$ cat config.mk
export PLATFORM = sky130hd
export DESIGN_NAME = window_z_order_table_top
export DESIGN_NICKNAME = d
export VERILOG_FILES = /design/src/rtl/core/wzot_pkg.sv /design/src/rtl/core/window_z_order_table_top.sv
export SDC_FILE = /design/constraint.sdc
export NUM_CORES = 2
export LEC_CHECK = 0
export ABC_CLOCK_PERIOD_IN_PS = 14400
export BUFFER_PORTS_ARGS = -buffer_cell sky130_fd_sc_hd__buf_4
export CORE_MARGIN = 8
export CORE_UTILIZATION = 50
export DETAILED_ROUTE_END_ITERATION = 6
export PLACE_DENSITY = 0.66
export REMOVE_ABC_BUFFERS = 1
export SLEW_MARGIN = 30
export SYNTH_ARGS = -nofsm -noshare
export SYNTH_HDL_FRONTEND = slang
export SYNTH_SLANG_ARGS = --single-unit
$ cat constraint.sdc
create_clock -name i_clk -period 14.4 [get_ports i_clk]
set_input_delay 2.88 -clock i_clk [delete_from_list [all_inputs] [get_ports i_clk]]
set_output_delay 2.88 -clock i_clk [all_outputs]
set_load 0.05 [all_outputs]
$ cat src/rtl/core/wzot_pkg.sv
`timescale 1ns / 1ps

package wzot_pkg;

    // Command codes
    localparam logic [2:0] OP_CREATE = 3'd0;
    localparam logic [2:0] OP_MOVE   = 3'd1;
    localparam logic [2:0] OP_RAISE  = 3'd2;
    localparam logic [2:0] OP_HIT    = 3'd3;
    localparam logic [2:0] OP_READ   = 3'd4;

    // Result status codes
    localparam logic [1:0] STAT_OK       = 2'd0;
    localparam logic [1:0] STAT_BAD_SIZE = 2'd1;
    localparam logic [1:0] STAT_FULL     = 2'd2;
    localparam logic [1:0] STAT_NOT_OPEN = 2'd3;

    // Background color of a new window: base plus slot times step
    localparam logic [23:0] BG_BASE = 24'h203050;
    localparam logic [23:0] BG_STEP = 24'h001010;

    // Input beat
    typedef struct packed {
        logic        [2:0]  operation;
        logic        [3:0]  slot_index;
        logic signed [15:0] pos_x;
        logic signed [15:0] pos_y;
        logic signed [15:0] size_w;
        logic signed [15:0] size_h;
    } t_cmd;

    // Output beat
    typedef struct packed {
        logic        [1:0]  status;
        logic        [3:0]  slot_out;
        logic signed [15:0] rect_x;
        logic signed [15:0] rect_y;
        logic        [14:0] rect_w;
        logic        [14:0] rect_h;
        logic        [23:0] background;
    } t_result;

    // One word of the window table memory
    typedef struct packed {
        logic signed [15:0] left;
        logic signed [15:0] top;
        logic        [14:0] width;
        logic        [14:0] height;
        logic        [31:0] rank;
    } t_entry;

    // Sequencer states
    typedef enum logic [2:0] {
        ST_IDLE,
        ST_FREE,
        ST_MOD,
        ST_HIT,
        ST_HIT_END,
        ST_RESULT
    } t_state;

endpackage

$ cat src/rtl/core/window_z_order_table_top.sv
`timescale 1ns / 1ps

// Channel  Direction  Beat                  Handshake
// command  in         i_data  (t_cmd)       i_valid / o_stall
// result   out        o_data  (t_result)    o_valid / i_stall
//
// One command at a time, one result beat per command.
// Create scans the open bits one slot a cycle.
// Hit test reads the table memory one slot a cycle.
// Move and raise do one memory read, then write back; read does the memory read only.
// Reset clears all open bits at once; the table memory itself needs no clear.
// A finished result waits in the output register while the next command runs.

module window_z_order_table_top #(
    parameter int SLOTS = 16
) (
    input  logic                 i_clk,
    input  logic                 i_rst_n,
    input  logic                 i_valid,
    input  wzot_pkg::t_cmd       i_data,
    output logic                 o_stall,
    output logic                 o_valid,
    output wzot_pkg::t_result    o_data,
    input  logic                 i_stall
);

    localparam int IW = (SLOTS > 1) ? $clog2(SLOTS) : 1;
    localparam int CW = $clog2(SLOTS + 1);

    wzot_pkg::t_state  r_state, n_state;
    wzot_pkg::t_cmd    r_cmd, n_cmd;
    wzot_pkg::t_result r_res, n_res;
    wzot_pkg::t_result r_out, n_out;
    logic              r_out_valid, n_out_valid;
    logic [SLOTS-1:0]  r_open, n_open;
    logic [31:0]       r_next_rank, n_next_rank;
    logic [CW-1:0]     r_cnt, n_cnt;
    logic [23:0]       r_bg, n_bg;
    logic [31:0]       r_best_rank, n_best_rank;
    logic [IW-1:0]     r_best_slot, n_best_slot;
    logic              r_hit, n_hit;
    logic              r_pv, n_pv;
    logic [IW-1:0]     r_pi, n_pi;

    // Table memory
    wzot_pkg::t_entry  r_mem [SLOTS];
    wzot_pkg::t_entry  r_rd_data;
    logic              mem_we;
    logic [IW-1:0]     mem_wa;
    wzot_pkg::t_entry  mem_wd;
    logic              rd_en;
    logic [IW-1:0]     rd_addr;

    logic              size_ok;
    logic              idx_ok;
    logic              scan_done;
    logic [IW-1:0]     cnt_idx;
    logic              in_box;
    logic              hit_take;
    logic signed [16:0] right_edge;
    logic signed [16:0] bottom_edge;

    // Command checks on the incoming beat
    assign size_ok = (i_data.size_w > 16'sd0) && (i_data.size_h > 16'sd0);
    assign idx_ok  = ({28'd0, i_data.slot_index} < 32'(SLOTS))
                     && r_open[IW'(i_data.slot_index)];

    assign scan_done = (r_cnt == CW'(SLOTS));
    assign cnt_idx   = r_cnt[IW-1:0];

    // Containment of the point in the entry read last cycle, no overflow
    assign right_edge  = {r_rd_data.left[15], r_rd_data.left}
                         + $signed({2'b00, r_rd_data.width});
    assign bottom_edge = {r_rd_data.top[15], r_rd_data.top}
                         + $signed({2'b00, r_rd_data.height});
    assign in_box = (r_cmd.pos_x >= r_rd_data.left)
                    && ($signed({r_cmd.pos_x[15], r_cmd.pos_x}) < right_edge)
                    && (r_cmd.pos_y >= r_rd_data.top)
                    && ($signed({r_cmd.pos_y[15], r_cmd.pos_y}) < bottom_edge);
    // Ties go to the later slot
    assign hit_take = r_pv && in_box && (r_rd_data.rank >= r_best_rank);

    // Next state
    always_comb begin
        n_state = r_state;
        unique case (r_state)
            wzot_pkg::ST_IDLE: begin
                if (i_valid) begin
                    case (i_data.operation) inside
                        wzot_pkg::OP_CREATE:
                            n_state = size_ok ? wzot_pkg::ST_FREE : wzot_pkg::ST_RESULT;
                        wzot_pkg::OP_MOVE, wzot_pkg::OP_RAISE, wzot_pkg::OP_READ:
                            n_state = idx_ok ? wzot_pkg::ST_MOD : wzot_pkg::ST_RESULT;
                        wzot_pkg::OP_HIT:
                            n_state = wzot_pkg::ST_HIT;
                        default:
                            n_state = wzot_pkg::ST_RESULT;
                    endcase
                end
            end
            wzot_pkg::ST_FREE: begin
                if (scan_done || !r_open[cnt_idx]) begin
                    n_state = wzot_pkg::ST_RESULT;
                end
            end
            wzot_pkg::ST_MOD: begin
                n_state = wzot_pkg::ST_RESULT;
            end
            wzot_pkg::ST_HIT: begin
                if (scan_done) begin
                    n_state = wzot_pkg::ST_HIT_END;
                end
            end
            wzot_pkg::ST_HIT_END: begin
                n_state = wzot_pkg::ST_RESULT;
            end
            wzot_pkg::ST_RESULT: begin
                if (!r_out_valid || !i_stall) begin
                    n_state = wzot_pkg::ST_IDLE;
                end
            end
            default: n_state = wzot_pkg::ST_IDLE;
        endcase
    end

    // Datapath and memory controls per state
    always_comb begin
        n_cmd       = r_cmd;
        n_res       = r_res;
        n_open      = r_open;
        n_next_rank = r_next_rank;
        n_cnt       = r_cnt;
        n_bg        = r_bg;
        n_best_rank = r_best_rank;
        n_best_slot = r_best_slot;
        n_hit       = r_hit;
        n_pv        = 1'b0;
        n_pi        = r_pi;
        n_out       = r_out;
        n_out_valid = r_out_valid && i_stall;
        mem_we      = 1'b0;
        mem_wa      = '0;
        mem_wd      = '0;
        rd_en       = 1'b0;
        rd_addr     = '0;

        unique case (r_state)
            wzot_pkg::ST_IDLE: begin
                if (i_valid) begin
                    n_cmd       = i_data;
                    n_res       = '0;
                    n_cnt       = '0;
                    n_bg        = wzot_pkg::BG_BASE;
                    n_best_rank = '0;
                    n_best_slot = '0;
                    n_hit       = 1'b0;
                    case (i_data.operation) inside
                        wzot_pkg::OP_CREATE: begin
                            if (!size_ok) begin
                                n_res.status = wzot_pkg::STAT_BAD_SIZE;
                            end
                        end
                        wzot_pkg::OP_MOVE, wzot_pkg::OP_RAISE, wzot_pkg::OP_READ: begin
                            if (idx_ok) begin
                                rd_en   = 1'b1;
                                rd_addr = IW'(i_data.slot_index);
                            end else begin
                                n_res.status = wzot_pkg::STAT_NOT_OPEN;
                            end
                        end
                        default: ;
                    endcase
                end
            end

            // Lowest free slot, one per cycle
            wzot_pkg::ST_FREE: begin
                if (scan_done) begin
                    n_res.status = wzot_pkg::STAT_FULL;
                end else if (!r_open[cnt_idx]) begin
                    mem_we              = 1'b1;
                    mem_wa              = cnt_idx;
                    mem_wd.left         = r_cmd.pos_x;
                    mem_wd.top          = r_cmd.pos_y;
                    mem_wd.width        = r_cmd.size_w[14:0];
                    mem_wd.height       = r_cmd.size_h[14:0];
                    mem_wd.rank         = r_next_rank;
                    n_open[cnt_idx]     = 1'b1;
                    n_next_rank         = r_next_rank + 32'd1;
                    n_res.slot_out      = 4'(r_cnt);
                    n_res.background    = r_bg;
                end else begin
                    n_cnt = r_cnt + CW'(1);
                    n_bg  = r_bg + wzot_pkg::BG_STEP;
                end
            end

            // Entry read is back: modify and write, or return it
            wzot_pkg::ST_MOD: begin
                case (r_cmd.operation)
                    wzot_pkg::OP_MOVE: begin
                        mem_we      = 1'b1;
                        mem_wa      = IW'(r_cmd.slot_index);
                        mem_wd      = r_rd_data;
                        mem_wd.left = r_cmd.pos_x;
                        mem_wd.top  = r_cmd.pos_y;
                    end
                    wzot_pkg::OP_RAISE: begin
                        mem_we      = 1'b1;
                        mem_wa      = IW'(r_cmd.slot_index);
                        mem_wd      = r_rd_data;
                        mem_wd.rank = r_next_rank;
                        n_next_rank = r_next_rank + 32'd1;
                    end
                    wzot_pkg::OP_READ: begin
                        n_res.rect_x = r_rd_data.left;
                        n_res.rect_y = r_rd_data.top;
                        n_res.rect_w = r_rd_data.width;
                        n_res.rect_h = r_rd_data.height;
                    end
                    default: ;
                endcase
            end

            // Read slot cnt, judge the slot whose read data is now registered
            wzot_pkg::ST_HIT: begin
                if (!scan_done) begin
                    rd_en   = 1'b1;
                    rd_addr = cnt_idx;
                    n_pv    = r_open[cnt_idx];
                    n_pi    = cnt_idx;
                    n_cnt   = r_cnt + CW'(1);
                end
                if (hit_take) begin
                    n_best_rank = r_rd_data.rank;
                    n_best_slot = r_pi;
                    n_hit       = 1'b1;
                end
            end

            wzot_pkg::ST_HIT_END: begin
                if (r_hit) begin
                    n_res.slot_out = 4'(r_best_slot);
                end else begin
                    n_res.status = wzot_pkg::STAT_NOT_OPEN;
                end
            end

            // Hand the result to the output register once it is free
            wzot_pkg::ST_RESULT: begin
                if (!r_out_valid || !i_stall) begin
                    n_out_valid = 1'b1;
                    n_out       = r_res;
                end
            end

            default: ;
        endcase
    end

    // Control registers
    always_ff @(posedge i_clk) begin
        if (!i_rst_n) begin
            r_state     <= wzot_pkg::ST_IDLE;
            r_out_valid <= 1'b0;
            r_open      <= '0;
            r_next_rank <= 32'd1;
            r_pv        <= 1'b0;
            r_cnt       <= '0;
        end else begin
            r_state     <= n_state;
            r_out_valid <= n_out_valid;
            r_open      <= n_open;
            r_next_rank <= n_next_rank;
            r_pv        <= n_pv;
            r_cnt       <= n_cnt;
        end
    end

    // Payload registers
    always_ff @(posedge i_clk) begin
        r_cmd       <= n_cmd;
        r_res       <= n_res;
        r_out       <= n_out;
        r_bg        <= n_bg;
        r_best_rank <= n_best_rank;
        r_best_slot <= n_best_slot;
        r_hit       <= n_hit;
        r_pi        <= n_pi;
    end

    // Table memory, one write and one registered read port
    always_ff @(posedge i_clk) begin
        if (mem_we) begin
            r_mem[mem_wa] <= mem_wd;
        end
        if (rd_en) begin
            r_rd_data <= r_mem[rd_addr];
        end
    end

    assign o_stall = (r_state != wzot_pkg::ST_IDLE);
    assign o_valid = r_out_valid;
    assign o_data  = r_out;

`ifndef SYNTHESIS
    a_cnt_range: assert property (@(posedge i_clk) disable iff (!i_rst_n)
        r_cnt <= CW'(SLOTS))
        else $error("scan counter past slot count");

    a_hit_open: assert property (@(posedge i_clk) disable iff (!i_rst_n)
        (r_state == wzot_pkg::ST_HIT_END && r_hit) |-> r_open[r_best_slot])
        else $error("hit test picked a closed slot");

    a_open_grow: assert property (@(posedge i_clk) disable iff (!i_rst_n)
        $countones(r_open) <= $past($countones(r_open)) + 1)
        else $error("more than one slot opened in a cycle");

    a_result_out: assert property (@(posedge i_clk) disable iff (!i_rst_n)
        (r_state == wzot_pkg::ST_RESULT && (!r_out_valid || !i_stall)) |=> o_valid)
        else $error("finished result not shown");
`endif

endmodule
== Word-level counts from Yosys, hierarchy flattened ==
Memory sizes are Yosys's and may differ from the RTL's. A register that Yosys moved wholly into a read port is not among the register bits.
Index checks and enable logic that the tools add are counted.

* Register bits: 376
* Bits in writable memories: 1504
* Input port bits: 75
* Output and inout port bits: 94
* Logic and storage cells: 200
* Memories: 1

{| class="wikitable"
|+ Memory list
! memory !! words !! bits a word !! rd ports !! clocked after memory_dff !! wr ports !! line !! source
|-
| r_mem || 16 || 94 || 1 || 1 || 1 || window_z_order_table_top.sv:46 || <nowiki>wzot_pkg::t_entry r_mem [SLOTS];</nowiki>
|}

* Add/sub/neg operators: 5
* Magnitude comparators: 10
* Equality and inequality tests: 27
* Multiplexer cells: 82
* Bitwise operators: 5
* Reductions and logical operators: 39

{| class="wikitable"
|+ Operators by type and width
! cell !! count
|-
| 94-bit case mux with 2 select lines || 2
|-
| 94-bit two-way mux || 2
|-
| 32-bit two-way mux || 5
|-
| 32-bit case mux with 2 select lines || 2
|-
| 62-bit case mux with 2 select lines || 1
|-
| 24-bit two-way mux || 5
|-
| 24-bit case mux with 2 select lines || 2
|-
| 92-bit two-way mux || 1
|-
| 62-bit two-way mux || 1
|-
| 4-bit two-way mux || 13
|-
| 16-bit by 16-bit adder with 17-bit output || 2
|-
| 16-bit by 17-bit < comparator with 1-bit output || 2
|-
| 32-bit by 1-bit adder with 32-bit output (second input constant) || 1
|-
| 16-bit greater-or-equal comparator || 2
|-
| 32-bit greater-or-equal comparator || 1
|-
| 16-bit by 1-bit greater-than comparator with 1-bit output (second input constant) || 2
|-
| 3-bit two-way mux || 9
|-
| 2-bit inequality test (second input constant) || 13
|-
| 24-bit by 13-bit adder with 24-bit output (second input constant) || 1
|-
| 4-bit case mux with 2 select lines || 3
|-
| 5-bit two-way mux || 4
|-
| 4-bit AND reduction || 5
|-
| 1-bit two-way mux || 18
|-
| 6-bit case mux with 3 select lines || 1
|-
| 27 further kinds || 70
|}

== Logic depth before layout (Yosys ltp) ==
* Depth in word-level cells: 9
* Depth in mapped cells: 20
* Depth with buffers taken out: 20

== Worst setup path before layout ==
No wires, ideal clock.

* Kind: input to register
* From: input i_stall
* To: register r_out, in the netlist o_data[10] (enable)
* Library setup time: 563 ps
* Data arrival time: 7044 ps
* Required time: 13837 ps
* Path slack: 6793 ps
* Stages on the path: 1
* Path buffers: 0
* Path through: a21oi_1

* Word-level cells in the longest chain between the ends: 3

{| class="wikitable"
|+ Ends and longest elaborated chain
! item !! line !! source
|-
| from (decl) || window_z_order_table_top.sv:24 || <nowiki>input logic i_stall</nowiki>
|-
| 1-bit logical NOT || window_z_order_table_top.sv:251 || <nowiki>if (!r_out_valid || !i_stall) begin</nowiki>
|-
| 1-bit logical OR || window_z_order_table_top.sv:251 ||
|-
| 2-bit AND reduction (no source line) || - ||
|-
| to (signal assigned) || window_z_order_table_top.sv:284 || <nowiki>r_out <= n_out;</nowiki>
|-
| to (decl) || window_z_order_table_top.sv:33 || <nowiki>wzot_pkg::t_result r_out, n_out;</nowiki>
|}

No other way between the ends.
A chain may end at the register's enable or synchronous reset.

== Worst setup path after layout ==
* From: input i_data[67] (netlist name)
* To: register, netlist name r_rd_data[83]

* Word-level cells in the longest chain between the ends: 7
* Elaborated cells between the ends (all ways): 12
* Classes of those cells: mux: 12

{| class="wikitable"
|+ Ends and longest elaborated chain
! item !! line !! source
|-
| from (decl) || window_z_order_table_top.sv:20 || <nowiki>input wzot_pkg::t_cmd i_data,</nowiki>
|-
| 1-bit binary-select mux with 4-bit select || window_z_order_table_top.sv:66 || <nowiki>&& r_open[IW'(i_data.slot_index)];</nowiki>
|-
| 1-bit two-way mux (implied by the code) || window_z_order_table_top.sv:66 ||
|-
| 4-bit two-way mux / 1-bit two-way mux (equally long branches) || window_z_order_table_top.sv:164 || <nowiki>if (idx_ok) begin</nowiki>
|-
| 4-bit two-way mux / 1-bit two-way mux (equally long branches) (2 in series) || window_z_order_table_top.sv:157 || <nowiki>case (i_data.operation) inside</nowiki>
|-
| 4-bit two-way mux / 1-bit two-way mux (equally long branches) || window_z_order_table_top.sv:149 || <nowiki>if (i_valid) begin</nowiki>
|-
| 4-bit case mux with 2 select lines / 1-bit case mux with 2 select lines (equally long branches) || window_z_order_table_top.sv:147 || <nowiki>unique case (r_state)</nowiki>
|}

Several ways; a longest one is shown, not always the timed one. The select of a mux whose other input is x is not followed.

==> flow_summary_export.csv <==
group,metric,value,unit
layout,syn2layout_area_growth,12.1,%
grt,grt_use_met3,3.55,%
synthesis,synth_top_area_cell,"edfxtp_1",
floorplan,die_w,415,microns
worst_setup_path,critPathLaunchType,"primary input",
worst_setup_path,crit_type,"in -> reg",
sta,fmax,144,MHz
drt,vias,49100,
worst_setup_path,r2r_end,"r_mem[12][54]",
grt,grt_max_degree,177,
cts,clockBufferDepth,3,
synthesis,synthArstFlopShare,0,%
layout,layout_commonest_cell,"edfxtp_1",
placement,port_buffers,164,
worst_setup_path,required,14.96,ns
layout,num-fill-cells,12400,
grt,grt_first_pass_wirelength,316,mm
synthesis,synth-edff-count,1904,
worst_setup_path,cpPeakStageDelay,0.88,ns
cts,clock_latency,0.84,ns
synthesis,synth.area.top_cells,"edfxtp_1 72%, nand2_1 5.6%, nand3_1 4.8%",
grt,use_met2,39.7,%
worst_setup_path,end_kind,"flip-flop",
worst_hold_path,hold_class,"reg -> reg",
sta,rsz0062_at_grt,"no",
grt,grtUsageMet1,33.0,%
floorplan,dieArea,172000,sq um
power,leakagePower,0.0330,uW
worst_hold_path,holdPathStages,0,
worst_setup_path,arrival,7.49,ns
power,power_density,140,nW/um^2
sta,skew,0.0504,ns
cts,clk_pin_slew_worst_paths,0.06,ns
worst_setup_path,r2r_setup_slack,7.58,ns
synthesis,synthFlopType,"edfxtp_1",
worst_setup_path,cp_slowest_cell,"o31a_2",
drt,ant_nets,0,
sta,fin_crit,6.92,ns
sta,timing.setup.tns,0,ns
floorplan,die-height,415,microns
cts,post_cts_buffers,0,
synthesis,syn_avg_cell_area,13.8,sq um
synthesis,synthCells,5742,
floorplan,fp-row-count,146,
sta,drv_slew,0,
layout,layout_common_cells,"1904 x edfxtp_1, 1192 x nand2_1, 767 x nand3_1, 232 x buf_4, 194 x clkbuf_16",
synthesis,synth.top_cell.area_share,71.9,%
run_status,status,"completed",
placement,dp_hpwl,116,mm
layout,drive_gt1_share,10.3,%
cts,cts_tree,"built",
synthesis,ys_seq_elements,1962,
synthesis,yosysSeqAreaShare,73.4,%
cts,cts.repair.resized,0,
floorplan,core,158000,sq um
synthesis,ys_types,76,
cts,holdBufCountCts,0,
placement,gp_congestion,0.831,
drt,drc,0,
grt,first_global_vias,47600,
sta,timing.final.crit_share,48.1,%
sta,worstMarginPinSlew,1.09,ns
sta,setup_viol,0,
worst_setup_path,reg2reg_depth,13,
worst_setup_path,cp_max_fo,42,
cts,cts_buffers,192,
cts,cts_max_level,4,
flow_run,maxCapViolCount,0,
sta,slew_headroom,27.1,%
worst_setup_path,crit_top_cell,"buf_4",
layout,post-route-util,56.3,%
layout,num-nets-final,6073,
power,vdd.ir_drop.worst,0.117,mV
worst_setup_path,r2r-start,"r_state[1]",
drt,drt_pass1_iterations,6,
grt,gr-usage-all-layers,24.3,%
floorplan,initial_core_util,50.2,%
cts,cts_sinks,1962,
worst_hold_path,whs_endpoint,"o_data[9]",
drt,wl_per_cell,26.6,microns
synthesis,syn_area,79500,sq um
drt,wirelength,216,mm
floorplan,top_level_ports,169,
drt,vias_per_cell,6.06,
worst_setup_path,crit_chain,"buf_4, mux2_2, o31ai_1, o31a_2, nor2_1, nand2_4, buf_4, o22ai_1, a31oi_1, nand3_1",
cts,root_buffer,"clkbuf_16",
grt,antenna_found_initial,5,
sta,finalHoldViolCount,0,
drt,first_iter_violations,5631,
grt,top_usage_layer,"met2",
worst_hold_path,min_from,"r_res[9]",
grt,gr-total-overflow,0,
synthesis,yosys_warnings,0,
how the worst max path moves through the flow:
| stage | end | slack (ns) | cells past startpoint | startpoint |
|---|---|---|---|---|
| after global routing | r_mem[12][78] | 7.29 | 13 | r_state[1] |
| after CTS | r_mem[12][68] | 7.22 | 13 | r_state[1] |
| after detailed placement | r_rd_data[69] | 6.55 | 12 | i_valid |
| after floorplan | r_rd_data[17] | -23.64 | 7 | i_valid |
| final | r_rd_data[83] | 7.48 | 10 | i_data[67] |
| after global placement | r_rd_data[12] | 6.72 | 12 | i_valid |
report_power, final:
part	switching, uW	internal, uW	leakage (uW)
Clock	2150	2790	0.00303
Combinational	637	231	0.0114
Sequential	100	6580	0.0186
Total	2890	9600	0.0330
cells in the mapped netlist (5+ instances only):
library cell / number
nand2b_1: 21
buf_6: 14
nand4_1: 48
o211ai_1: 7
inv_1: 85
edfxtp_1: 1904
buf_4: 42
nor2b_1: 30
o22ai_1: 83
xor2_1: 36
o31ai_1: 5
nand2_1: 1194
clkbuf_1: 182
o21ai_1: 10
nor2_1: 113
a221o_1: 8
mux4_2: 11
buf_1: 15
o21ai_0: 43
nor3_2: 11
nor4_1: 8
nand3_1: 767
a21oi_1: 94
a31oi_1: 121
buf_2: 74
mux2i_1: 179
xnor2_1: 35
dfxtp_1: 58
and3_1: 75
or3_1: 13
a22o_1: 109
and2_1: 62
ha_1: 132
a211oi_1: 8
a32oi_1: 15
o21a_1: 5
a21o_1: 40
nor3_1: 16
through the flow:
stage          hold slack [ns]  cell area (sq um)  setup slack [ns]  cells  total power [uW]
3_5_place_dp             0.405              82800              6.55   7738              7670
6_report                 0.395              89100              7.48   8106             12500
4_1_cts                  0.409              89000              7.22   8098             12500
2_1_floorplan            0.400              77900            -23.64   5418              7340
3_3_place_gp             0.402              82700              6.72   7735              7640
5_1_grt                  0.421              89100              7.29   8104             12900
layer usage:
| layer | wire (microns) | part of all wire (%) |
|---|---|---|
| met1 | 86000 | 40 |
| met2 | 102000 | 48 |
| met3 | 18000 | 8.4 |
| met4 | 9070 | 4.2 |
| met5 | 0 | 0 |
sequential cells by signal (all words and copies together) (netlist names), 3 cells and up:
register,flops
r_rd_data,94
r_pi,4
r_bg,20
r_open,16
r_cnt,5
o_data,88
r_best_slot,4
r_state,3
r_res,88
r_cmd,69
r_next_rank,32
r_mem,1504
r_best_rank,32
cell type report:
type / count / area [sq um] / share of cell area, %
Clock inverter: 119 / 1140 / 1.28
Multi-Input combinational cell: 3369 / 19500 / 21.9
Clock buffer: 241 / 5060 / 5.68
Tap cell: 2072 / 2590 / 2.91
Sequential cell: 1962 / 58300 / 65.5
Inverter: 87 / 332 / 0.372
Antenna cell: 4 / 10.0 / 0.0112
Timing Repair Buffer: 252 / 2100 / 2.35
worst max-delay path: cells and delay by family:
| kind | cells | cell delay [ns] |
|---|---|---|
| AND/OR/NAND/NOR | 3 | 1.10 |
| multiplexers | 1 | 0.35 |
| AO/OA/AOI/OAI | 4 | 2.04 |
| buffers and inverters | 2 | 1.01 |
cells by family (layout without fill, tap and decap cells):
group | after synthesis | in the layout | share of synthesized area, %
compound gates | 582 | 582 | 5.05
xor+xnor | 71 | 71 | 0.782
fa+ha+maj | 136 | 136 | 2.15
buf+inv | 414 | 699 | 2.41
flops | 1962 | 1962 | 73.4
mux | 193 | 193 | 2.61
other cells | 1 | 8 | 0.00472
simple gates | 2383 | 2383 | 13.6
Power figures use the tool's default switching activity.
